**src/sv/sfr_pkg.sv**
```systemverilog
// Shared types and constants for the stream find-and-replace block.
`default_nettype none

package sfr_pkg;

    localparam int CFG_DATA_W  = 64;
    localparam int CFG_INDEX_W = 3;
    localparam int CFG_LEN_W   = 5;
    localparam int MAX_BYTES   = 16;

    typedef enum logic [CFG_INDEX_W-1:0] {
        REG_PATTERN_LENGTH = 3'd0,
        REG_PATTERN_LOW    = 3'd1,
        REG_PATTERN_HIGH   = 3'd2,
        REG_REPL_LENGTH    = 3'd3,
        REG_REPL_LOW       = 3'd4,
        REG_REPL_HIGH      = 3'd5,
        REG_REPLACE_EVERY  = 3'd6
    } sfr_reg_e;

    typedef struct packed {
        logic [7:0] in_byte;
        logic       end_of_string;
    } sfr_in_t;

    typedef struct packed {
        logic [7:0] out_byte;
        logic       byte_valid;
        logic       last;
    } sfr_out_t;

    typedef struct packed {
        logic [CFG_LEN_W-1:0]     pattern_length;
        logic [8*MAX_BYTES-1:0]   pattern_bytes;
        logic [CFG_LEN_W-1:0]     replacement_length;
        logic [8*MAX_BYTES-1:0]   replacement_bytes;
        logic                     replace_every;
    } sfr_cfg_t;

    typedef struct packed {
        logic bare;
        logic ends_string;
    } sfr_res_ctl_t;

endpackage

`default_nettype wire

```
**src/sv/stream_find_replace_unit.sv**
```systemverilog
// Top level: configuration registers, input stage, match window and result buffer.
// Flow: a request is registered in the input stage, and its results are loaded into the
// result buffer once it is free. Throughput: one request per cycle while each request
// yields at most one result and out_ready stays high; a request that yields more results
// holds the result buffer until all have left (up to the buffer depth). Reset clears
// configuration to defaults, empties the window and result buffer; window bytes remain.
`default_nettype none

module stream_find_replace_unit
    import sfr_pkg::*;
#(
    parameter int MAX_PATTERN     = 16,
    parameter int MAX_REPLACEMENT = 16
)
(
    input  wire logic                   clk,
    input  wire logic                   rst_n,
    input  wire logic                   cfg_we,
    input  wire logic [CFG_INDEX_W-1:0] cfg_index,
    input  wire logic [CFG_DATA_W-1:0]  cfg_data,
    input  wire logic                   in_valid,
    output logic                        in_ready,
    input  wire sfr_in_t                in_data,
    output logic                        out_valid,
    input  wire logic                   out_ready,
    output sfr_out_t                    out_data
);

    localparam int BUF_DEPTH = (MAX_PATTERN > MAX_REPLACEMENT) ? MAX_PATTERN : MAX_REPLACEMENT;
    localparam int IDX_W     = (BUF_DEPTH > 1) ? $clog2(BUF_DEPTH) : 1;
    localparam int CNT_W     = $clog2(BUF_DEPTH + 1);

    sfr_cfg_t cfg_reg;

    logic    s1_valid_reg;
    sfr_in_t s1_item_reg;
    logic    buf_free;
    logic    advance;

    logic [BUF_DEPTH-1:0][7:0] res_bytes;
    logic [CNT_W-1:0]          res_count;
    sfr_res_ctl_t              res_ctl;

    logic [BUF_DEPTH-1:0][7:0] buf_reg;
    logic [CNT_W-1:0]          cnt_reg;
    logic [IDX_W-1:0]          idx_reg;
    sfr_res_ctl_t              ctl_reg;

    always_ff @(posedge clk or negedge rst_n)
    begin
        if (!rst_n)
        begin
            cfg_reg <= '{
                pattern_length:     CFG_LEN_W'(1),
                pattern_bytes:      '0,
                replacement_length: '0,
                replacement_bytes:  '0,
                replace_every:      1'b1
            };
        end
        else if (cfg_we)
        begin
            unique case (sfr_reg_e'(cfg_index))
                REG_PATTERN_LENGTH: cfg_reg.pattern_length <= cfg_data[CFG_LEN_W-1:0];
                REG_PATTERN_LOW:    cfg_reg.pattern_bytes[63:0] <= cfg_data;
                REG_PATTERN_HIGH:   cfg_reg.pattern_bytes[127:64] <= cfg_data;
                REG_REPL_LENGTH:    cfg_reg.replacement_length <= cfg_data[CFG_LEN_W-1:0];
                REG_REPL_LOW:       cfg_reg.replacement_bytes[63:0] <= cfg_data;
                REG_REPL_HIGH:      cfg_reg.replacement_bytes[127:64] <= cfg_data;
                REG_REPLACE_EVERY:  cfg_reg.replace_every <= cfg_data[0];
                default:            cfg_reg <= cfg_reg;
            endcase
        end
    end

    // The result buffer can take a new list when empty or when its last result leaves this cycle.
    assign buf_free = (cnt_reg == '0) || ((cnt_reg == CNT_W'(1)) && out_ready);
    assign advance  = s1_valid_reg && buf_free;
    assign in_ready = !s1_valid_reg || buf_free;

    always_ff @(posedge clk or negedge rst_n)
    begin
        if (!rst_n)
        begin
            s1_valid_reg <= 1'b0;
        end
        else if (in_ready)
        begin
            s1_valid_reg <= in_valid;
        end
    end

    always_ff @(posedge clk)
    begin
        if (in_ready && in_valid)
        begin
            s1_item_reg <= in_data;
        end
    end

    sfr_window #(
        .MAX_PATTERN     (MAX_PATTERN),
        .MAX_REPLACEMENT (MAX_REPLACEMENT),
        .BUF_DEPTH       (BUF_DEPTH),
        .CNT_W           (CNT_W)
    ) u_window (
        .clk       (clk),
        .rst_n     (rst_n),
        .cfg       (cfg_reg),
        .step      (advance),
        .item      (s1_item_reg),
        .res_bytes (res_bytes),
        .res_count (res_count),
        .res_ctl   (res_ctl)
    );

    always_ff @(posedge clk or negedge rst_n)
    begin
        if (!rst_n)
        begin
            cnt_reg <= '0;
            idx_reg <= '0;
            ctl_reg <= '0;
        end
        else if (advance)
        begin
            cnt_reg <= res_count;
            idx_reg <= '0;
            ctl_reg <= res_ctl;
        end
        else if (out_valid && out_ready)
        begin
            cnt_reg <= cnt_reg - 1'b1;
            idx_reg <= idx_reg + 1'b1;
        end
    end

    always_ff @(posedge clk)
    begin
        if (advance)
        begin
            buf_reg <= res_bytes;
        end
    end

    assign out_valid           = cnt_reg != '0;
    assign out_data.out_byte   = ctl_reg.bare ? 8'h00 : buf_reg[idx_reg];
    assign out_data.byte_valid = !ctl_reg.bare;
    assign out_data.last       = ctl_reg.ends_string && (cnt_reg == CNT_W'(1));

    a_bare_is_last: assert property (@(posedge clk) disable iff (!rst_n)
        out_valid && !out_data.byte_valid |-> out_data.last)
        else $error("bare end marker without last");

    a_cnt_bound: assert property (@(posedge clk) disable iff (!rst_n)
        cnt_reg <= CNT_W'(BUF_DEPTH))
        else $error("result count exceeds buffer depth");

    a_stage_hold: assert property (@(posedge clk) disable iff (!rst_n)
        s1_valid_reg && !buf_free |=> s1_valid_reg && $stable(s1_item_reg))
        else $error("input stage lost a waiting request");

    a_last_drains: assert property (@(posedge clk) disable iff (!rst_n)
        out_valid && out_ready && out_data.last && !advance |=> !out_valid)
        else $error("results remain after the end of string");

endmodule

`default_nettype wire

```
**src/sv/sfr_window.sv**
```systemverilog
// Match window: holds pending bytes, tests the pattern and builds the result list of one request.
`default_nettype none

module sfr_window
    import sfr_pkg::*;
#(
    parameter int MAX_PATTERN     = 16,
    parameter int MAX_REPLACEMENT = 16,
    parameter int BUF_DEPTH       = 16,
    parameter int CNT_W           = 5
)
(
    input  wire logic                        clk,
    input  wire logic                        rst_n,
    input  wire sfr_cfg_t                    cfg,
    input  wire logic                        step,
    input  wire sfr_in_t                     item,
    output logic [BUF_DEPTH-1:0][7:0]        res_bytes,
    output logic [CNT_W-1:0]                 res_count,
    output sfr_res_ctl_t                     res_ctl
);

    localparam int FILL_W = $clog2(MAX_PATTERN + 1);
    localparam int CMP_W  = 6;

    logic [MAX_PATTERN-1:0][7:0] win_reg;
    logic [MAX_PATTERN-1:0][7:0] win_next;
    logic [MAX_PATTERN-1:0][7:0] win_pushed;
    logic [FILL_W-1:0]           fill_reg;
    logic [FILL_W-1:0]           fill_next;
    logic [FILL_W-1:0]           fill_pushed;
    logic                        matched_reg;
    logic                        matched_next;

    logic [CMP_W-1:0] plen_eff;
    logic [CMP_W-1:0] rlen_eff;
    logic             searching;
    logic             at_len;
    logic             over_len;
    logic             eq;
    logic             hit;
    logic             pop;
    logic             eos;

    assign eos = item.end_of_string;

    // Out-of-range lengths are clamped into the supported range.
    always_comb
    begin
        plen_eff = CMP_W'(cfg.pattern_length);
        if (cfg.pattern_length == '0)
        begin
            plen_eff = CMP_W'(1);
        end
        else if (CMP_W'(cfg.pattern_length) > CMP_W'(MAX_PATTERN))
        begin
            plen_eff = CMP_W'(MAX_PATTERN);
        end
        rlen_eff = CMP_W'(cfg.replacement_length);
        if (CMP_W'(cfg.replacement_length) > CMP_W'(MAX_REPLACEMENT))
        begin
            rlen_eff = CMP_W'(MAX_REPLACEMENT);
        end
    end

    always_comb
    begin
        win_pushed = win_reg;
        for (int i = 0; i < MAX_PATTERN; i++)
        begin
            if (FILL_W'(i) == fill_reg)
            begin
                win_pushed[i] = item.in_byte;
            end
        end
        fill_pushed = (fill_reg < FILL_W'(MAX_PATTERN)) ? fill_reg + 1'b1 : fill_reg;
    end

    always_comb
    begin
        eq = 1'b1;
        for (int i = 0; i < MAX_PATTERN; i++)
        begin
            if ((CMP_W'(i) < plen_eff) && (win_pushed[i] != cfg.pattern_bytes[8*i +: 8]))
            begin
                eq = 1'b0;
            end
        end
    end

    assign searching = !(matched_reg && !cfg.replace_every);
    assign at_len    = CMP_W'(fill_pushed) == plen_eff;
    assign over_len  = CMP_W'(fill_pushed) > plen_eff;
    assign hit       = searching && at_len && eq;
    assign pop       = (searching && at_len && !eq) || !searching || over_len;

    // A match sends the replacement; otherwise results are read from the window front.
    always_comb
    begin
        for (int i = 0; i < BUF_DEPTH; i++)
        begin
            res_bytes[i] = 8'h00;
            if (hit)
            begin
                if (i < MAX_BYTES)
                begin
                    res_bytes[i] = cfg.replacement_bytes[8*i +: 8];
                end
            end
            else if (i < MAX_PATTERN)
            begin
                res_bytes[i] = win_pushed[i];
            end
        end

        if (hit)
        begin
            if (eos && rlen_eff == '0)
            begin
                res_count = CNT_W'(1);
            end
            else
            begin
                res_count = CNT_W'(rlen_eff);
            end
        end
        else if (eos)
        begin
            res_count = CNT_W'(fill_pushed);
        end
        else
        begin
            res_count = pop ? CNT_W'(1) : '0;
        end

        res_ctl.bare        = hit && eos && (rlen_eff == '0);
        res_ctl.ends_string = eos;
    end

    always_comb
    begin
        win_next     = win_pushed;
        fill_next    = fill_pushed;
        matched_next = matched_reg;
        priority if (eos)
        begin
            fill_next    = '0;
            matched_next = 1'b0;
        end
        else if (hit)
        begin
            fill_next    = '0;
            matched_next = 1'b1;
        end
        else if (pop)
        begin
            for (int i = 0; i < MAX_PATTERN - 1; i++)
            begin
                win_next[i] = win_pushed[i + 1];
            end
            fill_next = fill_pushed - 1'b1;
        end
    end

    always_ff @(posedge clk)
    begin
        if (step)
        begin
            win_reg <= win_next;
        end
    end

    always_ff @(posedge clk or negedge rst_n)
    begin
        if (!rst_n)
        begin
            fill_reg    <= '0;
            matched_reg <= 1'b0;
        end
        else if (step)
        begin
            fill_reg    <= fill_next;
            matched_reg <= matched_next;
        end
    end

    // The window never stays full between requests: a full window always drains a byte.
    a_fill_bound: assert property (@(posedge clk) disable iff (!rst_n)
        fill_reg < FILL_W'(MAX_PATTERN))
        else $error("window fill reached its depth");

    a_eos_clears: assert property (@(posedge clk) disable iff (!rst_n)
        step && item.end_of_string |=> fill_reg == '0 && !matched_reg)
        else $error("end of string did not clear the window state");

endmodule

`default_nettype wire
```
**config.mk**
```make
export PLATFORM = sky130hd
export DESIGN_NAME = stream_find_replace_unit
export DESIGN_NICKNAME = d
export VERILOG_FILES = /design/src/sv/sfr_pkg.sv /design/src/sv/stream_find_replace_unit.sv /design/src/sv/sfr_window.sv
export SDC_FILE = /design/constraint.sdc
export NUM_CORES = 1
export LEC_CHECK = 0
export BUFFER_PORTS_ARGS = -buffer_cell sky130_fd_sc_hd__buf_2
export CAP_MARGIN = 15
export CORE_ASPECT_RATIO = 1.25
export CORE_MARGIN = 10
export CORE_UTILIZATION = 25
export CTS_BUF_LIST = sky130_fd_sc_hd__clkbuf_4
export DETAILED_ROUTE_END_ITERATION = 12
export PLACE_DENSITY = 0.46
export SYNTH_ARGS = -nofsm -noshare
export SYNTH_HDL_FRONTEND = slang
export SYNTH_HIERARCHICAL = 1
export SYNTH_SLANG_ARGS = --single-unit
```
**constraint.sdc**
```tcl
create_clock -name clk -period 24.9 [get_ports clk]
set_input_delay 2.49 -clock clk [delete_from_list [all_inputs] [get_ports clk]]
set_output_delay 2.49 -clock clk [all_outputs]
set_load 0.02 [all_outputs]
```
Yosys cells after proc, flatten, opt, wreduce, memory -nomap -nowiden
Index checks and enable logic that the tools add are counted.

Output and inout port bits: 12. Flip-flop bits (word level): 550.

Reductions and logical operators: 53. Add/sub/neg operators: 4. Order comparisons: 21. Eq/ne operators: 39. Muxes and demuxes: 71.

Operators with widths (number): 2-to-1 mux 120 bit (3); 2-to-1 mux 8 bit (34); != test 8 bit (16); 2-to-1 mux 5 bit (12); == test 4 x 5 -> 1 bit, first input constant (8); < comparator 4 x 5 -> 1 bit, first input constant (8); binary-select mux 8 bit (select 4 bit) (1); logical AND 1 bit (28); == test 3 x 5 -> 1 bit, first input constant (4); < comparator 3 x 5 -> 1 bit, first input constant (4); 2-to-1 mux 1 bit (19); AND reduction 2 bit (8); logical NOT 5 bit (3); == test 2 x 5 -> 1 bit, first input constant (2); greater-than comparator 5 bit, second input constant (2); < comparator 1 x 5 -> 1 bit, first input constant (2); < comparator 2 x 5 -> 1 bit, first input constant (2); subtractor 5 x 1 -> 5 bit, second input constant (2); == test 3 bit, second input constant (3); 2-to-1 mux 4 bit (2); == test 3 x 2 -> 1 bit, second input constant (2); logical NOT 6 bit (1); adder 5 x 1 -> 5 bit, second input constant (1); == test 1 x 5 -> 1 bit, first input constant (1); other kinds (12) (20).

Logic depth before layout (Yosys ltp)
Gate-level depths: netlist of run 1.

Depth after elaboration: 29. Gate-level depth with buffers: 17. Gate-level depth less buffers: 14.

By module
The synthesis of run 1 kept the hierarchy.

By module, submodules not included: stream_find_replace_unit (area an instance 15751.4 sq um, instances 1, sequential area each 11098.1 sq um, cells an instance 860); sfr_window (area an instance 13424.1 sq um, instances 1, sequential area each 3993.8 sq um, cells an instance 1538).

Least setup slack after synthesis of run 1
No wires, ideal clock.

Path kind: input -> register. Start point: input port out_ready. End point: register buf_reg[0] (netlist bit), enable pin. Data arrival time: 7.579 ns. Slack: 15.123 ns. Buffers on the path: 0. Stages on the path: 3. Setup time: 2.198 ns. Cell sequence: a21o_1 > nand3_2 > clkinv_1.

Word-level cells in the longest chain between the ends: 3.

Ends and longest elaborated chain: start, declared (line stream_find_replace_unit.sv:25) `input wire logic out_ready,`; logical AND 1 bit (line stream_find_replace_unit.sv:77) `assign buf_free = (cnt_reg == '0) || ((cnt_reg == CNT_W'(1)) && out_ready);`; logical OR 1 bit (line stream_find_replace_unit.sv:77); logical AND 1 bit (line stream_find_replace_unit.sv:78) `assign advance = s1_valid_reg && buf_free;`; net advance (line stream_find_replace_unit.sv:38) `logic advance;`; end signal, assigned (line stream_find_replace_unit.sv:142) `buf_reg <= res_bytes;`; end, declared (line stream_find_replace_unit.sv:44) `logic [BUF_DEPTH-1:0][7:0] buf_reg;`.

The timed path passes the listed nets, and every way through them passes these cells. A chain may end at the register's enable or synchronous reset.

==> flow_metrics.tcl, run 1 <==
set metrics [dict create \
    status "finished clean" \
    worst-slew-pin-transition_ps 1130 \
    tritoncts "done" \
    synth-edff-count 265 \
    fin_hold_ws_ps 487 \
    clkLatencyLatePin_ps 1090 \
    number_of_warnings_reported_in_the_yosys_synthesis_log 6 \
    finalHoldViolCount 0 \
    clkTransAtPathRegs_ps 60 \
    synth_cell_count_leaders "dfrtp_1 (283), mux2_2 (270), edfxtp_1 (265)" \
    post_synth.cell_area_avg_um2 12.2 \
    sum_of_routed_wire_length_over_all_layers_um 112000 \
    finish.cell_count_without_fillers 4204 \
    design.die.area_um2 131000 \
    critical_path_required_ps 22410 \
    largest_register_ffs 267 \
    critPathMaxFanout 39 \
    largest_area_contributor_in_the_netlist "edfxtp_1" \
    max_stage_delay_ps 720 \
    setup.reg_to_reg.worst_slack_ps 18410 \
    synth_cell_types 93 \
    floorplan.io_pins 93 \
    buffer_ports.inserted 92 \
    cts.hold.buffers_added 0 \
    critical_path.startpoint_type "register" \
    synth_most_common_cell "dfrtp_1" \
    worst-endpoint-arrival_ps 4030 \
    grt.total_usage 0.167 \
    fmaxAchievable_ghz 0.153 \
    synth_top_area_frac 0.273 \
    cellLeakagePower_nw 12.6 \
    htree_levels 4 \
    power.density_cell_area_nw_per_um2 103 \
    timing.max_cap.violations 0 \
    timing.final.crit_period_ps 6520 \
    synth.net_count 2493 \
    setup_viol 0 \
    hpwl_um 79600 \
    initial_utilization 0.251 \
    cts-root-to-sink-buffers 3 \
    slew_viol_final 0 \
    cpMaxStageDelayCell "mux2i_1" \
    syn_inst 2398 \
    drt_pass1_iterations 6 \
    chipHeight_um 402 \
    syn_area_um2 29200 \
    route.detailed.vias_per_inst 5.15 \
    drc 0 \
    design.core.area_um2 116000 \
    slew_headroom 0.244 \
    antenna_violations_before_repair 13 \
    yosys-top-cells-area "edfxtp_1 (27%), dfrtp_1 (24%), mux2_2 (10%)" \
    gp_congestion 0.928 \
    final.setup_skew_ps 63.5 \
    clk_root_buffer_cell "clkbuf_4" \
    core.rowCount 140 \
    critical_path.endpoint_type "output pin" \
    syn_to_final_growth_pct 13.5 \
    asyncSetResetFlopFracSynth 0.518 \
    final_cycle_utilization_of_the_critical_path 0.262 \
    via_count_of_the_first_global_routing_pass 21800 \
    grt_pass1_wl_um 161000 \
    number_of_buffers_added_by_the_clock_tree_synthesis_step 150 \
    die_x_um 326 \
    critical_path.cell_chain "buf_4 > mux2i_1 > a22oi_1 > a22o_1 > a221o_1 > buf_2" \
    dr_total_vias 21600 \
    rsz_0062_raised_after_global_routing "false" \
    worstSetupPathType "reg -> out" \
    design.final.nets 2610 \
    placedCellCount 3925 \
    cts_setup_buffers 0 \
    hp-class "reg -> reg" \
    power.ir.vdd_worst_uv 44.7 \
    post_route_cells_drive_above_1_share 0.280 \
    final.setup.tns_ps 0 \
    global_route.overflow_total 0 \
    antenna_violating_nets_post_route 0 \
    wire_per_inst_um 26.7 \
    ffs_latches_synth 550 \
    cts.repair.resized 0 \
    synth-main-ff-cell "dfrtp_1" \
    fillCellCount 11900 \
    drt_iter0_drc 1902 \
    synth.yosys.seq_area_share 0.517 \
    cts_num_sinks 550 \
    maximum_number_of_pins_on_one_net_before_global_route_repair 160 \
]
## critical path, delay by kind of cell, from the launching register on
family	cells	cell delay [ps]
buffers and inverters	2	860
flip-flops	1	340
multiplexers	1	720
AO/OA/AOI/OAI	3	960
## cells by family (layout without fill, tap and decap cells)
family | after synthesis | count (layout) | synth area share
flops | 550 | 550 | 0.517
simple gates | 530 | 530 | 0.102
compound gates | 480 | 480 | 0.124
mux | 416 | 416 | 0.169
buf+inv | 282 | 519 | 0.0443
xor+xnor | 126 | 126 | 0.0378
fa+ha+maj | 14 | 14 | 0.00600
other cells | 0 | 7 | 0
## power breakdown
group	leakage (nW)	internal [W]	switching, W
clock	1.16	0.000442	0.000412
combinational	5.60	0.000510	0.000681
sequential	5.81	0.00119	0.000186
total	12.6	0.00215	0.00128
## per-layer routing
metal	global-route usage	vias up	wire length (um)
li1	-	9380	-
met1	0.198	11100	44600
met2	0.278	928	54600
met3	0.0372	267	6710
met4	0.0924	16	6490
met5	0	-	115
## layout make-up
cell class,instances,area [um^2],area share
clock buffers,216,1620,0.0490
multi-input cells,1566,12800,0.387
clock inverters,56,330,0.00997
flip-flops and latches,550,15100,0.456
repair buffers,145,893,0.0270
well taps,1562,1950,0.0590
inverters,102,390,0.0118
diodes,7,17.5,0.000529
## metrics by stage
step	total power, W	setup slack, ps	area, um^2	util
after floorplan	0.00220	15120	29200	-
after global placement	0.00255	18740	31100	0.268
after detailed placement	0.00257	18590	31100	0.268
after CTS	0.00344	18240	33100	0.285
after global routing	0.00360	18120	33100	0.285
final	0.00343	18380	33100	0.285
## path summary, 6_finish.rpt
check | start | endpoint | cells past startpoint
worst min-delay path | ctl_reg[0] | ctl_reg[0] | 2
worst max register to register | u_window/fill_reg[4] | u_window/win_reg[63] | 13
min in group asynchronous | rst_n | cfg_reg[229] | 1
worst max-delay path | idx_reg[0] | out_data[9] | 6
worst min register to register | ctl_reg[0] | ctl_reg[0] | 2
max in group asynchronous | rst_n | cfg_reg[41] | 2
## cell usage in the layout (no fill, tap or decap), types with 15 or more instances in the layout
cell and instances:
a222oi_1 17, o221ai_1 23, mux2i_2 15, xnor2_1 71, o22ai_1 18, a21oi_1 196
buf_4 51, mux2_2 270, nand2b_1 20, nand2_1 47, nor2_1 206, clkbuf_4 216
o221a_1 112, nor4_1 16, mux2i_1 101, edfxtp_1 265, buf_2 91, nand3_1 18
nor3_1 20, clkinv_1 38, or3_1 116, mux4_2 29, inv_1 99, o21ai_0 17
dfrtp_1 282, xor2_1 55
No activity file was read; power rests on OpenSTA's default activity.
==> inputs of run 2 (changes only) <==
--- a/config.mk
+++ b/config.mk
@@ -5,6 +5,7 @@
 export SDC_FILE = /design/constraint.sdc
 export NUM_CORES = 1
 export LEC_CHECK = 0
+export ABC_AREA = 1
 export BUFFER_PORTS_ARGS = -buffer_cell sky130_fd_sc_hd__buf_2
 export CAP_MARGIN = 15
 export CORE_ASPECT_RATIO = 1.25
@@ -12,7 +13,7 @@
 export CORE_UTILIZATION = 25
 export CTS_BUF_LIST = sky130_fd_sc_hd__clkbuf_4
 export DETAILED_ROUTE_END_ITERATION = 12
-export PLACE_DENSITY = 0.46
+export PLACE_DENSITY = 0.47
 export SYNTH_ARGS = -nofsm -noshare
 export SYNTH_HDL_FRONTEND = slang
 export SYNTH_HIERARCHICAL = 1
==> constraint.sdc (replaced) <==
create_clock -name clk -period 5.45 [get_ports clk]
set_input_delay 0.545 -clock clk [delete_from_list [all_inputs] [get_ports clk]]
set_output_delay 0.545 -clock clk [all_outputs]
set_load 0.02 [all_outputs]
==> run 2 against run 1 <==
Sequential share of layout area is 1.2 points lower. Critical path depth is 2 higher. Cell area is 2.7% higher. Clock-buffer cell count is 36 higher. Critical endpoint is now out_data[5]. Largest cell class unchanged. Largest power group is now combinational cells.
==> flow_metrics.tcl, run 2 <==
set metrics [dict create \
    status "finished clean" \
    dr_total_vias 25500 \
    cts_num_sinks 550 \
    asyncSetResetFlopFracSynth 0.518 \
    ffs_latches_synth 550 \
    final.setup_skew_ps 71.5 \
    global_route.overflow_total 0 \
    antenna_violating_nets_post_route 0 \
    least_setup_slack_across_all_paths_after_layout_ps 899 \
    fin_hold_ws_ps 129 \
    design.core.area_um2 115000 \
    timing.max_cap.violations 0 \
    cellLeakagePower_nw 16.6 \
    largest_area_contributor_in_the_netlist "edfxtp_1" \
    critical_path_required_ps 4910 \
    synth_cell_count_leaders "nand2_1 (1487), inv_1 (529), o21ai_0 (403)" \
    fin_util 0.296 \
    slew_viol_final 0 \
    final_cycle_utilization_of_the_critical_path 0.835 \
    route.detailed.vias_per_inst 4.53 \
    antenna_violations_before_repair 4 \
    mostFrequentLayoutCells "nand2_1 (1483), inv_1 (528), o21ai_0 (403)" \
    number_of_buffers_added_by_the_clock_tree_synthesis_step 161 \
    fillCellCount 12600 \
    die_x_um 324 \
    grt_pass1_wl_um 160000 \
    post-place-ws_ps 1000 \
    syn_area_um2 28900 \
    synth.net_count 3872 \
    buffer_ports.inserted 92 \
    synth_cell_types 38 \
    initial_utilization 0.252 \
    post_synth.cell_area_avg_um2 7.65 \
    timing.final.crit_period_ps 4550 \
    design.final.nets 4098 \
    worst-slew-pin-transition_ps 1030 \
    critical_path.startpoint_type "register" \
    cts_setup_buffers 0 \
    critPathMaxFanout 34 \
    mostFrequentLayoutCell "nand2_1" \
    drc 0 \
    cts.repair.resized 0 \
    total_power_w 0.0175 \
    worstSetupPathType "reg -> out" \
    htree_levels 4 \
    synth.yosys.seq_area_share 0.522 \
    hp-class "in -> async" \
    cpMaxStageDelayCell "dfrtp_2" \
    critical_path.endpoint_type "output pin" \
    syn_to_final_growth_pct 17.8 \
    maximum_number_of_pins_on_one_net_before_global_route_repair 122 \
    synth-edff-count 265 \
    cpMostUsedCell "nand3_1" \
    clkTransAtPathRegs_ps 70 \
    number_of_warnings_reported_in_the_yosys_synthesis_log 6 \
    cts-root-to-sink-buffers 3 \
    setup_viol 0 \
    yosys-top-cells-area "edfxtp_1 (28%), dfrtp_1 (25%), nand2_1 (19%)" \
    chipHeight_um 400 \
    grt.total_usage 0.167 \
    power.density_cell_area_nw_per_um2 516 \
    slew_headroom 0.314 \
    hpwl_um 77900 \
    synth-main-ff-cell "dfrtp_1" \
    finalHoldViolCount 0 \
    final.setup.tns_ps 0 \
    tritoncts "done" \
    fmaxAchievable_ghz 0.220 \
    cts.hold.buffers_added 83 \
    clkLatencyLatePin_ps 1050 \
    drt_pass1_iterations 8 \
    core.rowCount 139 \
    via_count_of_the_first_global_routing_pass 24400 \
    synth_most_common_cell "nand2_1" \
    floorplan.io_pins 93 \
    sum_of_routed_wire_length_over_all_layers_um 109000 \
    drt_iter0_drc 1779 \
    gp_congestion 0.900 \
    syn_inst 3777 \
    clk_root_buffer_cell "clkbuf_4" \
    critical_path.cell_chain "inv_2 > buf_12 > nand2_1 > nand3_1 > nand3_1 > nand3_1 > a21oi_1 > buf_2" \
    rsz_0062_raised_after_global_routing "false" \
    post_route_cells_drive_above_1_share 0.110 \
    design.die.area_um2 130000 \
    worst-endpoint-arrival_ps 4010 \
    power.ir.vdd_worst_uv 344 \
    max_stage_delay_ps 840 \
    wire_per_inst_um 19.4 \
    synth_top_area_frac 0.275 \
    largest_register_ffs 267 \
]
[run 2: cells by family (layout without fill, tap and decap cells)]
kind of cell,Yosys count,count (layout),synth area share
adder cells (fa/ha/maj),14,14,0.00606
flip-flops,550,550,0.522
buffers and inverters,708,1071,0.0993
other,0,1,0
AND/OR/NAND/NOR,1937,1937,0.271
AO/OA/AOI/OAI,556,556,0.0974
XOR/XNOR,12,12,0.00364
[run 2: layer usage]
layer,up-vias,global-route usage,routed length (um)
met5,-,0,0
met4,0,0.0651,3770
met3,180,0.0296,5560
met2,722,0.291,54300
met1,12000,0.201,45300
li1,12500,-,-
[run 2: final cells by class]
| cell class | instances | area [um^2] | area share |
|---|---|---|---|
| flip-flops and latches | 550 | 15100 | 0.444 |
| repair buffers | 232 | 1890 | 0.0556 |
| multi-input cells | 2519 | 11000 | 0.322 |
| clock inverters | 48 | 292 | 0.00857 |
| diodes | 1 | 2.50 | 0.0000735 |
| clock buffers | 252 | 1890 | 0.0556 |
| well taps | 1480 | 1850 | 0.0544 |
| inverters | 539 | 2040 | 0.0598 |
[run 2: critical path, delay by kind of cell (launching register included)]
family                 cells  cell delay, ps
AO/OA/AOI/OAI              1             390
buffers and inverters      3            1040
flip-flops                 1             840
AND/OR/NAND/NOR            4             670
[run 2: path summary, 6_finish.rpt]
| check | startpoint | to | slack, ps | cells after the start |
|---|---|---|---|---|
| max in group asynchronous | rst_n | cfg_reg[239] | 4040 | 3 |
| worst max-delay path | idx_reg[0] | out_data[5] | 900 | 8 |
| min in group clk | in_data[5] | s1_item_reg[5] | 220 | 2 |
| worst min register to register | cfg_reg[112] | cfg_reg[112] | 490 | 2 |
| worst min-delay path | rst_n | cfg_reg[145] | 130 | 2 |
| worst max register to register | u_window/fill_reg[0] | u_window/win_reg[81] | 1030 | 20 |
[run 2: power breakdown]
part           internal, W  leakage, nW  switching [W]  total [W]
sequential         0.00583         6.00       0.000718    0.00654
combinational      0.00195         9.27        0.00486    0.00681
clock              0.00225         1.29        0.00195    0.00420
total               0.0100         16.6        0.00752     0.0175
[run 2: stage by stage]
step                area (um^2)  std cells
detailed placement        31000       5237
floorplan                 28900       3777
global placement          31000       5237
global route              34000       5621
CTS                       34000       5620
finish                    34000       5621
